### src/design/drt_pkg.sv
// Types, constants and helpers of the dirty rectangle tracker.
// No dependencies; used by drt_front, drt_back and the top module.
package drt_pkg;

  localparam int XW              = 15;  // stored coordinate width
  localparam int SZW             = 30;  // area of one rectangle
  localparam int TOTW            = 36;  // pixel total
  localparam int DEF_TABLE_DEPTH = 32;
  localparam int DEF_COORD_BITS  = 16;
  localparam logic [XW-1:0] RST_WIDTH  = 15'd480;
  localparam logic [XW-1:0] RST_HEIGHT = 15'd320;

  // register select (paddr bit 2)
  localparam logic REG_WIDTH  = 1'b0;
  localparam logic REG_HEIGHT = 1'b1;

  typedef enum logic [1:0] {
    OP_INV = 2'd0,
    OP_CLR = 2'd1,
    OP_REF = 2'd2
  } op_t;

  typedef struct packed {
    logic [XW-1:0] x1;
    logic [XW-1:0] y1;
    logic [XW-1:0] x2;
    logic [XW-1:0] y2;
  } rect_t;

  typedef struct packed {
    op_t   op;
    rect_t r;
  } cmd_t;

  typedef struct packed {
    rect_t           r;
    logic            area_valid;
    logic            last;
    logic [TOTW-1:0] total;
  } res_t;

  function automatic logic [SZW-1:0] rect_area(rect_t a);
    logic [XW:0]     dx;
    logic [XW:0]     dy;
    logic [2*XW+1:0] p;
    dx = {1'b0, a.x2} - {1'b0, a.x1} + (XW+1)'(1);
    dy = {1'b0, a.y2} - {1'b0, a.y1} + (XW+1)'(1);
    p  = dx * dy;
    return p[SZW-1:0];
  endfunction

endpackage

### src/design/drt_ram.sv
// Generic single-write, single-read RAM with registered read data.
// No dependencies.
module drt_ram #(
  parameter int WIDTH = 60,
  parameter int DEPTH = 32
) (
  input  logic                                 clk,
  input  logic                                 we,
  input  logic [(DEPTH > 1 ? $clog2(DEPTH) : 1)-1:0] waddr,
  input  logic [WIDTH-1:0]                     wdata,
  input  logic                                 re,
  input  logic [(DEPTH > 1 ? $clog2(DEPTH) : 1)-1:0] raddr,
  output logic [WIDTH-1:0]                     rdata
);
  logic [WIDTH-1:0] mem [DEPTH];

  always_ff @(posedge clk) begin
    if (we) begin
      mem[waddr] <= wdata;
    end
    if (re) begin
      rdata <= mem[raddr];
    end
  end
endmodule

### src/design/drt_front.sv
// Front end: clips invalidate rectangles, drops empty and unknown items,
// queues commands for the back end in a two-entry queue. Uses drt_pkg.
module drt_front #(
  parameter int COORD_BITS = drt_pkg::DEF_COORD_BITS
) (
  input  logic                         clk,
  input  logic                         rst,
  input  logic                         in_valid,
  output logic                         in_ready,
  input  logic [1:0]                   in_func,
  input  logic signed [COORD_BITS-1:0] in_left,
  input  logic signed [COORD_BITS-1:0] in_top,
  input  logic signed [COORD_BITS-1:0] in_right,
  input  logic signed [COORD_BITS-1:0] in_bottom,
  input  logic [drt_pkg::XW-1:0]       scr_w,
  input  logic [drt_pkg::XW-1:0]       scr_h,
  output logic                         q_valid,
  input  logic                         q_ready,
  output drt_pkg::cmd_t                q_cmd
);
  import drt_pkg::*;

  localparam int SW = (COORD_BITS > 16 ? COORD_BITS : 16) + 1;

  logic signed [SW-1:0] wm1, hm1, l_s, t_s, r_s, b_s, x1, y1, x2, y2;
  logic                 keep, push, pop;
  cmd_t                 cmd_in;
  cmd_t                 fifo [2];
  logic                 wptr, rptr;
  logic [1:0]           fill;

  always_comb begin
    wm1 = $signed({{(SW-XW){1'b0}}, scr_w}) - SW'(1);
    hm1 = $signed({{(SW-XW){1'b0}}, scr_h}) - SW'(1);
    l_s = SW'(in_left);
    t_s = SW'(in_top);
    r_s = SW'(in_right);
    b_s = SW'(in_bottom);
    x1  = (l_s < 0) ? '0 : l_s;
    y1  = (t_s < 0) ? '0 : t_s;
    x2  = (r_s < wm1) ? r_s : wm1;
    y2  = (b_s < hm1) ? b_s : hm1;
    cmd_in.op   = op_t'(in_func);
    cmd_in.r.x1 = x1[XW-1:0];
    cmd_in.r.y1 = y1[XW-1:0];
    cmd_in.r.x2 = x2[XW-1:0];
    cmd_in.r.y2 = y2[XW-1:0];
    keep = ((in_func == OP_INV) && (x1 <= x2) && (y1 <= y2)) ||
           (in_func == OP_CLR) || (in_func == OP_REF);
  end

  assign in_ready = (fill != 2'd2);
  assign q_valid  = (fill != 2'd0);
  assign q_cmd    = fifo[rptr];
  assign push     = in_valid && in_ready && keep;
  assign pop      = q_valid && q_ready;

  always_ff @(posedge clk) begin
    if (push) begin
      fifo[wptr] <= cmd_in;
    end
    if (rst) begin
      wptr <= 1'b0;
      rptr <= 1'b0;
      fill <= 2'd0;
    end else begin
      if (push) wptr <= ~wptr;
      if (pop)  rptr <= ~rptr;
      fill <= fill + {1'b0, push} - {1'b0, pop};
    end
  end
endmodule

### src/design/drt_back.sv
// Back end: sequencer over the rectangle table (append scan, merge, emit)
// with the result output register. Uses drt_pkg and drt_ram.
module drt_back #(
  parameter int TABLE_DEPTH = drt_pkg::DEF_TABLE_DEPTH
) (
  input  logic                   clk,
  input  logic                   rst,
  input  logic [drt_pkg::XW-1:0] scr_w,
  input  logic [drt_pkg::XW-1:0] scr_h,
  input  logic                   q_valid,
  output logic                   q_ready,
  input  drt_pkg::cmd_t          q_cmd,
  output logic                   out_valid,
  input  logic                   out_ready,
  output drt_pkg::res_t          out_res
);
  import drt_pkg::*;

  localparam int IW   = TABLE_DEPTH > 1 ? $clog2(TABLE_DEPTH) : 1;
  localparam int CNTW = $clog2(TABLE_DEPTH + 1);

  typedef enum logic [3:0] {
    ST_IDLE, ST_SCAN, ST_MT_RD, ST_MT_LD, ST_MS_RD, ST_MS_BOX,
    ST_MS_MUL, ST_MS_CMP, ST_EM_RD, ST_EM_SZ, ST_EM_OUT, ST_MARK
  } state_t;

  state_t           state;
  logic [CNTW-1:0]  cnt, idx, sidx;
  logic             rd_vld, rd_last;
  logic [TABLE_DEPTH-1:0] flags, rem;
  cmd_t             cur;
  rect_t            tgt, box, scr, rd_r;
  logic [SZW-1:0]   tgt_sz, box_sz, src_sz, em_sz;
  logic [TOTW-1:0]  total, total_sum;
  logic             out_free, out_load, hit, touch, is_last, full;

  logic             we, re;
  logic [IW-1:0]    waddr, raddr;
  rect_t            wdata;
  logic [$bits(rect_t)-1:0] rdata;

  drt_ram #(.WIDTH($bits(rect_t)), .DEPTH(TABLE_DEPTH)) u_ram (
    .clk(clk), .we(we), .waddr(waddr), .wdata(wdata),
    .re(re), .raddr(raddr), .rdata(rdata)
  );

  always_comb begin
    rd_r  = rect_t'(rdata);
    scr   = '{x1: '0, y1: '0, x2: scr_w - XW'(1), y2: scr_h - XW'(1)};
    full  = (cnt == CNTW'(TABLE_DEPTH));
    hit   = (cur.r.x1 >= rd_r.x1) && (cur.r.y1 >= rd_r.y1) &&
            (cur.r.x2 <= rd_r.x2) && (cur.r.y2 <= rd_r.y2);
    touch = (tgt.x1 <= rd_r.x2) && (tgt.x2 >= rd_r.x1) &&
            (tgt.y1 <= rd_r.y2) && (tgt.y2 >= rd_r.y1);
    for (int j = 0; j < TABLE_DEPTH; j++) begin
      rem[j] = !flags[j] && (CNTW'(j) < cnt) && (CNTW'(j) > idx);
    end
    is_last   = (rem == '0);
    total_sum = total + TOTW'(em_sz);
    out_free  = !out_valid || out_ready;
    out_load  = out_free && (state inside {ST_EM_OUT, ST_MARK});
    q_ready   = (state == ST_IDLE);
  end

  // table port control
  always_comb begin
    we    = 1'b0;
    waddr = '0;
    wdata = cur.r;
    re    = 1'b0;
    raddr = '0;
    case (state)
      ST_IDLE: begin
        if (q_valid && q_cmd.op == OP_INV && cnt == '0) begin
          we    = 1'b1;
          wdata = q_cmd.r;
        end
      end
      ST_SCAN: begin
        if (rd_vld && !hit && rd_last) begin
          we    = 1'b1;
          waddr = full ? '0 : cnt[IW-1:0];
          wdata = full ? scr : cur.r;
        end else if (!(rd_vld && hit) && idx < cnt) begin
          re    = 1'b1;
          raddr = idx[IW-1:0];
        end
      end
      ST_MT_RD, ST_EM_RD: begin
        if (idx < cnt && !flags[idx[IW-1:0]]) begin
          re    = 1'b1;
          raddr = idx[IW-1:0];
        end
      end
      ST_MS_RD: begin
        if (sidx == cnt) begin
          we    = 1'b1;
          waddr = idx[IW-1:0];
          wdata = tgt;
        end else if (!flags[sidx[IW-1:0]] && sidx != idx) begin
          re    = 1'b1;
          raddr = sidx[IW-1:0];
        end
      end
      default: ;
    endcase
  end

  always_ff @(posedge clk) begin
    if (rst) begin
      state     <= ST_IDLE;
      cnt       <= '0;
      idx       <= '0;
      sidx      <= '0;
      rd_vld    <= 1'b0;
      rd_last   <= 1'b0;
      flags     <= '0;
      total     <= '0;
      out_valid <= 1'b0;
    end else begin
      if (out_load)       out_valid <= 1'b1;
      else if (out_ready) out_valid <= 1'b0;
      case (state)
        ST_IDLE: begin
          if (q_valid) begin
            cur    <= q_cmd;
            idx    <= '0;
            rd_vld <= 1'b0;
            case (q_cmd.op)
              OP_INV:  if (cnt == '0) cnt <= CNTW'(1); else state <= ST_SCAN;
              OP_CLR:  cnt <= '0;
              OP_REF:  state <= (cnt == '0) ? ST_MARK : ST_MT_RD;
              default: ;
            endcase
          end
        end
        ST_SCAN: begin
          if (rd_vld && hit) begin
            state <= ST_IDLE;
          end else if (rd_vld && rd_last) begin
            cnt   <= full ? CNTW'(1) : cnt + CNTW'(1);
            state <= ST_IDLE;
          end else if (idx < cnt) begin
            rd_vld  <= 1'b1;
            rd_last <= (idx == cnt - CNTW'(1));
            idx     <= idx + CNTW'(1);
          end
        end
        ST_MT_RD: begin
          if (idx == cnt) begin
            idx   <= '0;
            state <= ST_EM_RD;
          end else if (flags[idx[IW-1:0]]) begin
            idx <= idx + CNTW'(1);
          end else begin
            state <= ST_MT_LD;
          end
        end
        ST_MT_LD: begin
          tgt    <= rd_r;
          tgt_sz <= rect_area(rd_r);
          sidx   <= '0;
          state  <= ST_MS_RD;
        end
        ST_MS_RD: begin
          if (sidx == cnt) begin
            idx   <= idx + CNTW'(1);
            state <= ST_MT_RD;
          end else if (flags[sidx[IW-1:0]] || sidx == idx) begin
            sidx <= sidx + CNTW'(1);
          end else begin
            state <= ST_MS_BOX;
          end
        end
        ST_MS_BOX: begin
          if (touch) begin
            box.x1 <= (tgt.x1 < rd_r.x1) ? tgt.x1 : rd_r.x1;
            box.y1 <= (tgt.y1 < rd_r.y1) ? tgt.y1 : rd_r.y1;
            box.x2 <= (tgt.x2 > rd_r.x2) ? tgt.x2 : rd_r.x2;
            box.y2 <= (tgt.y2 > rd_r.y2) ? tgt.y2 : rd_r.y2;
            state  <= ST_MS_MUL;
          end else begin
            sidx  <= sidx + CNTW'(1);
            state <= ST_MS_RD;
          end
        end
        ST_MS_MUL: begin
          box_sz <= rect_area(box);
          src_sz <= rect_area(rd_r);
          state  <= ST_MS_CMP;
        end
        ST_MS_CMP: begin
          if ({1'b0, box_sz} < ({1'b0, tgt_sz} + {1'b0, src_sz})) begin
            tgt                 <= box;
            tgt_sz              <= box_sz;
            flags[sidx[IW-1:0]] <= 1'b1;
          end
          sidx  <= sidx + CNTW'(1);
          state <= ST_MS_RD;
        end
        ST_EM_RD: begin
          if (idx == cnt) begin
            cnt   <= '0;
            flags <= '0;
            total <= '0;
            state <= ST_IDLE;
          end else if (flags[idx[IW-1:0]]) begin
            idx <= idx + CNTW'(1);
          end else begin
            state <= ST_EM_SZ;
          end
        end
        ST_EM_SZ: begin
          em_sz <= rect_area(rd_r);
          state <= ST_EM_OUT;
        end
        ST_EM_OUT: begin
          if (out_free) begin
            out_res.r          <= rd_r;
            out_res.area_valid <= 1'b1;
            out_res.last       <= is_last;
            out_res.total      <= is_last ? total_sum : '0;
            total              <= total_sum;
            idx                <= idx + CNTW'(1);
            state              <= ST_EM_RD;
          end
        end
        ST_MARK: begin
          if (out_free) begin
            out_res   <= '{r: '0, area_valid: 1'b0, last: 1'b1, total: '0};
            state     <= ST_IDLE;
          end
        end
        default: state <= ST_IDLE;
      endcase
    end
  end
endmodule

### src/design/dirty_rectangle_tracker_core.sv
// Dirty rectangle tracker: stream in, stream out, APB register port.
// Uses drt_pkg, drt_front, drt_back (and drt_ram below it).
//
// Usage:
//   Input beats (s_*): tuser = func (0 invalidate, 1 clear, 2 refresh),
//   tdata = left, top, right, bottom, signed COORD_BITS each.
//   Output beats (m_*): one per emitted rectangle of a refresh, tlast on the
//   final one, which also carries the pixel total. A refresh of an empty
//   table gives a single beat with tuser = 0 and tlast = 1.
//   Registers: 0x0 screen width, 0x4 screen height (15 bits, 480 x 320 after
//   reset). Write them only while the block is idle.
// Operation:
//   The front end clips in the accept cycle and queues up to two commands,
//   so input is taken while the back end is busy or the output is stalled.
//   The back end walks the table through its single read port: invalidate
//   scans the stored rectangles, clear empties the table; refresh checks
//   pairs (read, bounding box, multiply, compare), merges where that saves
//   area, then reads, sizes and outputs each rectangle that is left.
//   A stalled receiver holds the result register; the back end waits on it.
// Reset: table emptied, queue flushed, screen registers back to defaults.
module dirty_rectangle_tracker_core #(
  parameter int TABLE_DEPTH = drt_pkg::DEF_TABLE_DEPTH,
  parameter int COORD_BITS  = drt_pkg::DEF_COORD_BITS
) (
  input  logic        clk,
  input  logic        rst,
  // slave stream
  input  logic        s_tvalid,
  output logic        s_tready,
  input  logic [((4*COORD_BITS+7)/8)*8-1:0] s_tdata, // left, top, right, bottom
  input  logic [1:0]  s_tuser,                       // func
  // master stream
  output logic        m_tvalid,
  input  logic        m_tready,
  output logic [95:0] m_tdata,  // out_left, out_top, out_right, out_bottom, total_pixels
  output logic        m_tuser,  // area_valid
  output logic        m_tlast,  // last
  // register port
  input  logic        psel,
  input  logic        penable,
  input  logic        pwrite,
  input  logic [2:0]  paddr,
  input  logic [31:0] pwdata,
  output logic [31:0] prdata,
  output logic        pready
);
  import drt_pkg::*;

  logic [XW-1:0] scr_w, scr_h;
  logic          q_valid, q_ready;
  cmd_t          q_cmd;
  res_t          res;

  // Configuration registers
  assign pready = 1'b1;
  assign prdata = (paddr[2] == REG_HEIGHT) ? {17'b0, scr_h} : {17'b0, scr_w};

  always_ff @(posedge clk) begin
    if (rst) begin
      scr_w <= RST_WIDTH;
      scr_h <= RST_HEIGHT;
    end else if (psel && penable && pwrite && pready) begin
      if (paddr[2] == REG_WIDTH) scr_w <= pwdata[XW-1:0];
      else                       scr_h <= pwdata[XW-1:0];
    end
  end

  drt_front #(.COORD_BITS(COORD_BITS)) u_front (
    .clk(clk), .rst(rst),
    .in_valid(s_tvalid), .in_ready(s_tready), .in_func(s_tuser),
    .in_left  ($signed(s_tdata[COORD_BITS-1:0])),
    .in_top   ($signed(s_tdata[2*COORD_BITS-1:COORD_BITS])),
    .in_right ($signed(s_tdata[3*COORD_BITS-1:2*COORD_BITS])),
    .in_bottom($signed(s_tdata[4*COORD_BITS-1:3*COORD_BITS])),
    .scr_w(scr_w), .scr_h(scr_h),
    .q_valid(q_valid), .q_ready(q_ready), .q_cmd(q_cmd)
  );

  drt_back #(.TABLE_DEPTH(TABLE_DEPTH)) u_back (
    .clk(clk), .rst(rst), .scr_w(scr_w), .scr_h(scr_h),
    .q_valid(q_valid), .q_ready(q_ready), .q_cmd(q_cmd),
    .out_valid(m_tvalid), .out_ready(m_tready), .out_res(res)
  );

  assign m_tdata = {res.total, res.r.y2, res.r.x2, res.r.y1, res.r.x1};
  assign m_tuser = res.area_valid;
  assign m_tlast = res.last;
endmodule

### config.mk
export PLATFORM = sky130hd
export DESIGN_NAME = dirty_rectangle_tracker_core
export DESIGN_NICKNAME = d
export VERILOG_FILES = /design/src/design/drt_pkg.sv /design/src/design/drt_ram.sv /design/src/design/drt_front.sv /design/src/design/drt_back.sv /design/src/design/dirty_rectangle_tracker_core.sv
export SDC_FILE = /design/constraint.sdc
export NUM_CORES = 2
export LEC_CHECK = 0
export ABC_AREA = 0
export ABC_CLOCK_PERIOD_IN_PS = 16200
export BUFFER_PORTS_ARGS = -buffer_cell sky130_fd_sc_hd__buf_2
export CAP_MARGIN = 40
export CORE_MARGIN = 5
export CORE_UTILIZATION = 55
export CTS_CLUSTER_SIZE = 24
export DETAILED_ROUTE_END_ITERATION = 8
export HOLD_SLACK_MARGIN = 0.05
export PLACE_DENSITY = 0.69
export REMOVE_ABC_BUFFERS = 1
export SLEW_MARGIN = 30
export SYNTH_ARGS = -nofsm -noshare
export SYNTH_HDL_FRONTEND = slang
export SYNTH_HIERARCHICAL = 1
export SYNTH_SLANG_ARGS = --single-unit
### constraint.sdc
create_clock -name clk -period 16.2 [get_ports clk]
set_input_delay 2.43 -clock clk [delete_from_list [all_inputs] [get_ports clk]]
set_output_delay 2.43 -clock clk [all_outputs]
set_load 0.05 [all_outputs]
## After elaboration in Yosys (flattened, before gate mapping)

Memories as Yosys holds them, arrays and structs flattened. A register that Yosys moved wholly into a read port is not among the register bits.
Cells that the tools add are included.

| cells by class | value |
|---|---|
| $add $sub $neg | 20 |
| $mul | 2 |
| order comparisons | 87 |
| equal/unequal tests | 44 |
| muxes and demuxes | 105 |
| bitwise gates (word level) | 7 |
| reductions and logical operators | 162 |

Operators with widths:

| operator | number |
|---|---|
| 60-bit 2-to-1 mux | 5 |
| 98-bit 2-to-1 mux | 2 |
| 98-bit case mux with 2 select lines | 1 |
| 60-bit case mux with 3 select lines | 1 |
| 60-bit case mux with 2 select lines | 1 |
| 36-bit 2-to-1 mux | 3 |
| 6-bit 2-to-1 mux | 18 |
| 5-bit by 6-bit > comparator with 1-bit output, first input constant | 16 |
| 5-bit by 6-bit < comparator with 1-bit output, first input constant | 16 |
| 1-bit logical AND | 88 |
| 15-bit 2-to-1 mux | 5 |
| 36-bit case mux with 2 select lines | 1 |
| 17-bit 2-to-1 mux | 4 |
| 16-bit by 1-bit adder with 16-bit output, second input constant | 4 |
| 32-bit 2-to-1 mux | 2 |
| 32-bit case mux with 2 select lines | 1 |
| 15-bit by 15-bit subtractor with 16-bit output | 4 |
| 15-bit >= comparator | 4 |
| 15-bit <= comparator | 4 |
| 16-bit by 16-bit multiplier with 30-bit output | 2 |
| 30-bit case mux with 2 select lines | 1 |
| 4-bit 2-to-1 mux | 13 |
| 4-bit by 6-bit > comparator with 1-bit output, first input constant | 8 |
| 4-bit by 6-bit < comparator with 1-bit output, first input constant | 8 |
| other kinds (73) | 215 |

| word-level totals | value |
|---|---|
| register bits after elaboration | 525 |
| RAM bits | 2044 |
| input bits | 108 |
| word-level logic and storage cells | 466 |
| memories kept | 2 |

Memories:

| memory | words | width | read ports | clocked after Yosys merged registers in | write ports | line | text |
|---|---|---|---|---|---|---|---|
| u_back.u_ram.mem | 32 | 60 | 1 | 1 | 1 | drt_ram.sv:15 | `logic [WIDTH-1:0] mem [DEPTH];` |
| u_front.fifo | 2 | 62 | 1 | 1 | 1 | drt_front.sv:28 | `cmd_t fifo [2];` |

## Longest topological paths before layout

| logic depth | value |
|---|---|
| depth after elaboration | 11 |
| mapped depth | 37 |

## Hierarchy

Netlist, hierarchy kept.

By module, submodules not included:

| module | instances | cells an instance | area each (µm²) | sequential area each (µm²) |
|---|---|---|---|---|
| drt_ram | 1 | 4195 | 76473.3 | 59457.0 |
| drt_back | 1 | 5442 | 50847.5 | 13813.2 |
| drt_front | 1 | 613 | 7409.6 | 3823.7 |
| dirty_rectangle_tracker_core | 1 | 155 | 1595.3 | 600.6 |

## Worst setup path after synthesis

OpenSTA, ideal clock, no wires.

| path | value |
|---|---|
| path kind | flip-flop to flip-flop |
| from | register u_back.tgt_sz[0] |
| to | register u_back/tgt[0] (netlist name), enable pin |
| setup time | 791 ps |
| data arrival time | 13785 ps |
| data required time | 15409 ps |
| setup slack | 1624 ps |
| stages on the path, launching flop included | 21 |
| buffers on the path | 1 |
| period minus slack after synthesis | 14576 ps |
| cells stage by stage | edfxtp_1 ha_1 fa_1 a21o_1 a21oi_1 o21ai_1 a31oi_1 o211ai_1 a221oi_1 nor4_1 o31a_1 mux2i_1 a211oi_1 ha_1 a2111oi_0 nor4bb_1 o21ai_0 a22oi_1 a21oi_2 buf_2 nor4b_1 |

| on the way | value |
|---|---|
| longest elaborated chain between the ends | 4 |

RTL lines:

| element | line | text |
|---|---|---|
| start, declared | drt_back.sv:33 | `logic [SZW-1:0] tgt_sz, box_sz, src_sz, em_sz;` |
| start signal, assigned | drt_back.sv:161 | `tgt_sz <= rect_area(rd_r);` |
| start signal, assigned | drt_back.sv:195 | `tgt_sz <= box_sz;` |
| 30-bit by 30-bit adder with 31-bit output | drt_back.sv:193 | `if ({1'b0, box_sz} < ({1'b0, tgt_sz} + {1'b0, src_sz})) begin` |
| 30-bit by 31-bit < comparator with 1-bit output | drt_back.sv:193 |  |
| 2-bit by 1-bit != test with 1-bit output (no source line) | n/a |  |
| 3-bit AND reduction (no source line) | n/a |  |
| end signal, assigned | drt_back.sv:160 | `tgt <= rd_r;` |
| end signal, assigned | drt_back.sv:194 | `tgt <= box;` |
| end, declared | drt_back.sv:32 | `rect_t tgt, box, scr, rd_r;` |

Every way passes these cells.
A chain may end at the register's enable or synchronous reset.

## Worst setup path in the final report

| path | value |
|---|---|
| from | register u_back.u_ram.rdata[45], read port of u_back.u_ram.mem |
| to | register u_back.tgt_sz[29], data pin |

| on the way | value |
|---|---|
| longest elaborated chain between the ends | 4 |

RTL lines:

| element | line | text |
|---|---|---|
| start, declared | drt_ram.sv:13 | `output logic [WIDTH-1:0] rdata` |
| 15-bit by 15-bit subtractor with 16-bit output | drt_pkg.sv:46 | `dx = {1'b0, a.x2} - {1'b0, a.x1} + (XW+1)'(1);` |
| 16-bit by 1-bit adder with 16-bit output | drt_pkg.sv:46 |  |
| 16-bit by 16-bit multiplier with 30-bit output | drt_pkg.sv:48 | `p = dx * dy;` |
| 30-bit case mux with 2 select lines | drt_back.sv:123 | `case (state)` |

Every way passes these cells.

==> metrics.yaml <==
run_status:
  status: "finished, final reports clean"
sta:
  fmax_mhz: 104
  maxSlewHeadroom_pct: 32.1
  rsz0062_at_grt: "no"
  setup_viol: 0
  min_period_ps: 9610
  period_share_pct: 59.3
  drv_slew: 0
  final_hold_viol_count: 0
  holdWs_ps: 463
  worst_pin_slew_ps: 1020
  finalClockSkew_ps: 101
clock_network:
  cts_tree: "yes"
  holdBufCountCts: 0
  clk_pin_slew_ps: 60
  post_cts_buffers: 0
  cts-buffers-inserted: 290
  clk_latency_ps: 960
  cts_resized: 0
  cts_buffer_depth: 4
  cts_max_level: 5
  clock_sinks: 2630
  cts-root-buf: "clkbuf_16"
final_layout:
  seq_area_um2: 77700
  drive_gt1_share_pct: 11.2
  multi_input_area_um2: 54500
  final_common_cell: "edfxtp_1"
  final_nets: 11800
  area_delta_synth_final_pct: 11.3
  utilization_pct: 61.6
  fill_cells: 18700
  final_cell_mix: "2502 x edfxtp_1, 1052 x mux2i_1, 852 x nand2_1, 703 x inv_1, 649 x ha_1"
  finalInstanceArea_um2: 152000
route:
  wl_per_cell_um: 28.5
  ant_nets: 0
  wl_um: 405000
  dr.pass1.iters: 6
  viasPerCell: 6.29
  num_vias: 89400
  drc: 0
  first_iter_violations: 10500
flow_run:
  maxCapViolations: 0
place:
  place_area_um2: 142000
  gp_congestion: 0.951
  hpwl_um: 267000
  placement.io_buffers: 203
setup_path:
  cp-start-kind: "flip-flop"
  worstSetupPathType: "reg2reg"
  critPathMaxFanout: 6
  end_kind: "flip-flop"
  cp_data_required_time_ps: 16860
  cp.arrival_ps: 10270
  r2r_cells: 31
  cp_slowest_cell: "edfxtp_1"
  slowest_delay_ps: 570
  crit_top_cell: "fa_1"
  worst-r2r-setup-slack_ps: 6590
global_routing:
  grt_max_degree: 126
  grt_pass1_wl_um: 588000
  grt_pass1_vias: 88000
  grt_overflow: 0
  track_usage_pct: 30.9
  antenna_found_initial: 17
logic_synthesis:
  synth_cells: 10400
  synth.area.top_cells: "edfxtp_1 55%, mux2i_1 7.7%, ha_1 6.0%, fa_1 5.8%, nand2_1 2.3%"
  synth_top_family_by_area: "adder cells"
  ys_warn_count: 6
  synthMuxAreaShare_pct: 9.16
  netlist_area_um2: 136000
  async_flop_share_pct: 0
  synth_ff_type: "edfxtp_1"
  yosys.area_share.simple_pct: 7.69
  synth_top_area_share_pct: 55.1
  synth_cell_types: 109
  ys_seq_elements: 2630
  synth_fa_ha_area_share_pct: 11.7
  synth-seq-area-share_pct: 57.0
  synth_compound_area_share_pct: 8.89
  syn_area_per_cell_um2: 13.1
  synth_xor_area_share_pct: 1.60
  synth_edf_count: 2502
  synth.largest_area_cell: "edfxtp_1"
floorplanning:
  rows: 182
  io_pins: 241
  fp.dieH_um: 508
  core_area_um2: 246000
  die_w_um: 508
  dieArea_um2: 258000
  start_util_pct: 55.3
hold_path:
  hp-class: "reg2reg"
  min_path_cells: 2
flip-flops by register name, indices dropped and copies added (netlist names), 15 cells and up, named ones only:
register and flops:
u_back/box_sz 30, u_back/u_ram/rdata 60, u_back/tgt_sz 30, u_back/src_sz 30, scr_w 15, u_front/fifo 124
u_back/u_ram/mem 1920, u_back/total 36, u_back/cur 60, u_back/box 60, u_back/out_res 98, u_back/em_sz 30
u_back/tgt 60, scr_h 15, u_back/flags 32
cell type report:
class / count / area share, %
clock inverters: 135 / 0.848
repair buffers: 486 / 2.46
well taps: 3312 / 2.73
clock buffers: 364 / 5.06
multi-input cells: 6579 / 35.9
diodes: 9 / 0.0148
inverters: 705 / 1.74
flip-flops and latches: 2630 / 51.2
worst paths after layout:
| path | start | to |
|---|---|---|
| min reg2reg | u_back/total[12] | u_back/total[12] |
| max reg2reg | u_back/u_ram/rdata[45] | u_back/tgt_sz[29] |
| max | u_back/u_ram/rdata[45] | u_back/tgt_sz[29] |
| min | u_back/total[12] | u_back/total[12] |
worst max-delay path: cells and delay by family, from the launching register on:
family	cells	cell delay, ps
adders and majority gates	10	4200
AOI/OAI and AO/OA	10	2130
and+or+nand+nor	3	800
muxes	2	780
buffers and inverters	5	640
DFF	1	570
xor gates and xnor gates	1	200
cells by family after synthesis:
kind of cell | after synthesis
AO/OA/AOI/OAI | 1828
adder cells (fa/ha/maj) | 1042
multiplexers | 1208
buffers and inverters | 1212
XOR/XNOR | 248
other | 2
AND/OR/NAND/NOR | 2235
flip-flops | 2630
Yosys cell counts, types with 58 or more instances:
library cell / number
edfxtp_1: 2502
mux2i_1: 1052
nand2_1: 853
inv_1: 703
ha_1: 649
a21oi_1: 524
nor2_1: 395
fa_1: 392
nand3_1: 279
clkbuf_1: 268
o21ai_0: 230
a22oi_1: 187
a31oi_1: 164
and2_1: 150
xnor2_1: 148
nor3_1: 145
mux2_2: 138
a22o_1: 129
dfxtp_1: 128
a21o_1: 123
nand2b_1: 102
xor2_1: 99
nor2b_1: 88
buf_2: 82
o21a_1: 78
buf_4: 64
buf_6: 58
stage by stage:
| stage | setup slack [ps] | TNS (ps) | cells |
|---|---|---|---|
| 2_1_floorplan | -23130 | -1387560 | 9914 |
| 3_3_place_gp | 6730 | 0 | 13700 |
| 3_5_place_dp | 6690 | 0 | 13700 |
| 4_1_cts | 6660 | 0 | 14200 |
| 5_1_grt | 6130 | 0 | 14200 |
| 6_report | 6590 | 0 | 14200 |
per-layer routing:
layer	wire length [µm]	vias up	GRT usage (%)
met2	184000	4842	48.1
met4	22300	8	14.7
met1	159000	44800	42.2
met3	39100	888	5.53
met5	57	-	0
li1	-	38900	-
Power is left out: the tool's default activity adds up to more than one toggle a clock period on the data nets, which glitch-free logic cannot reach.
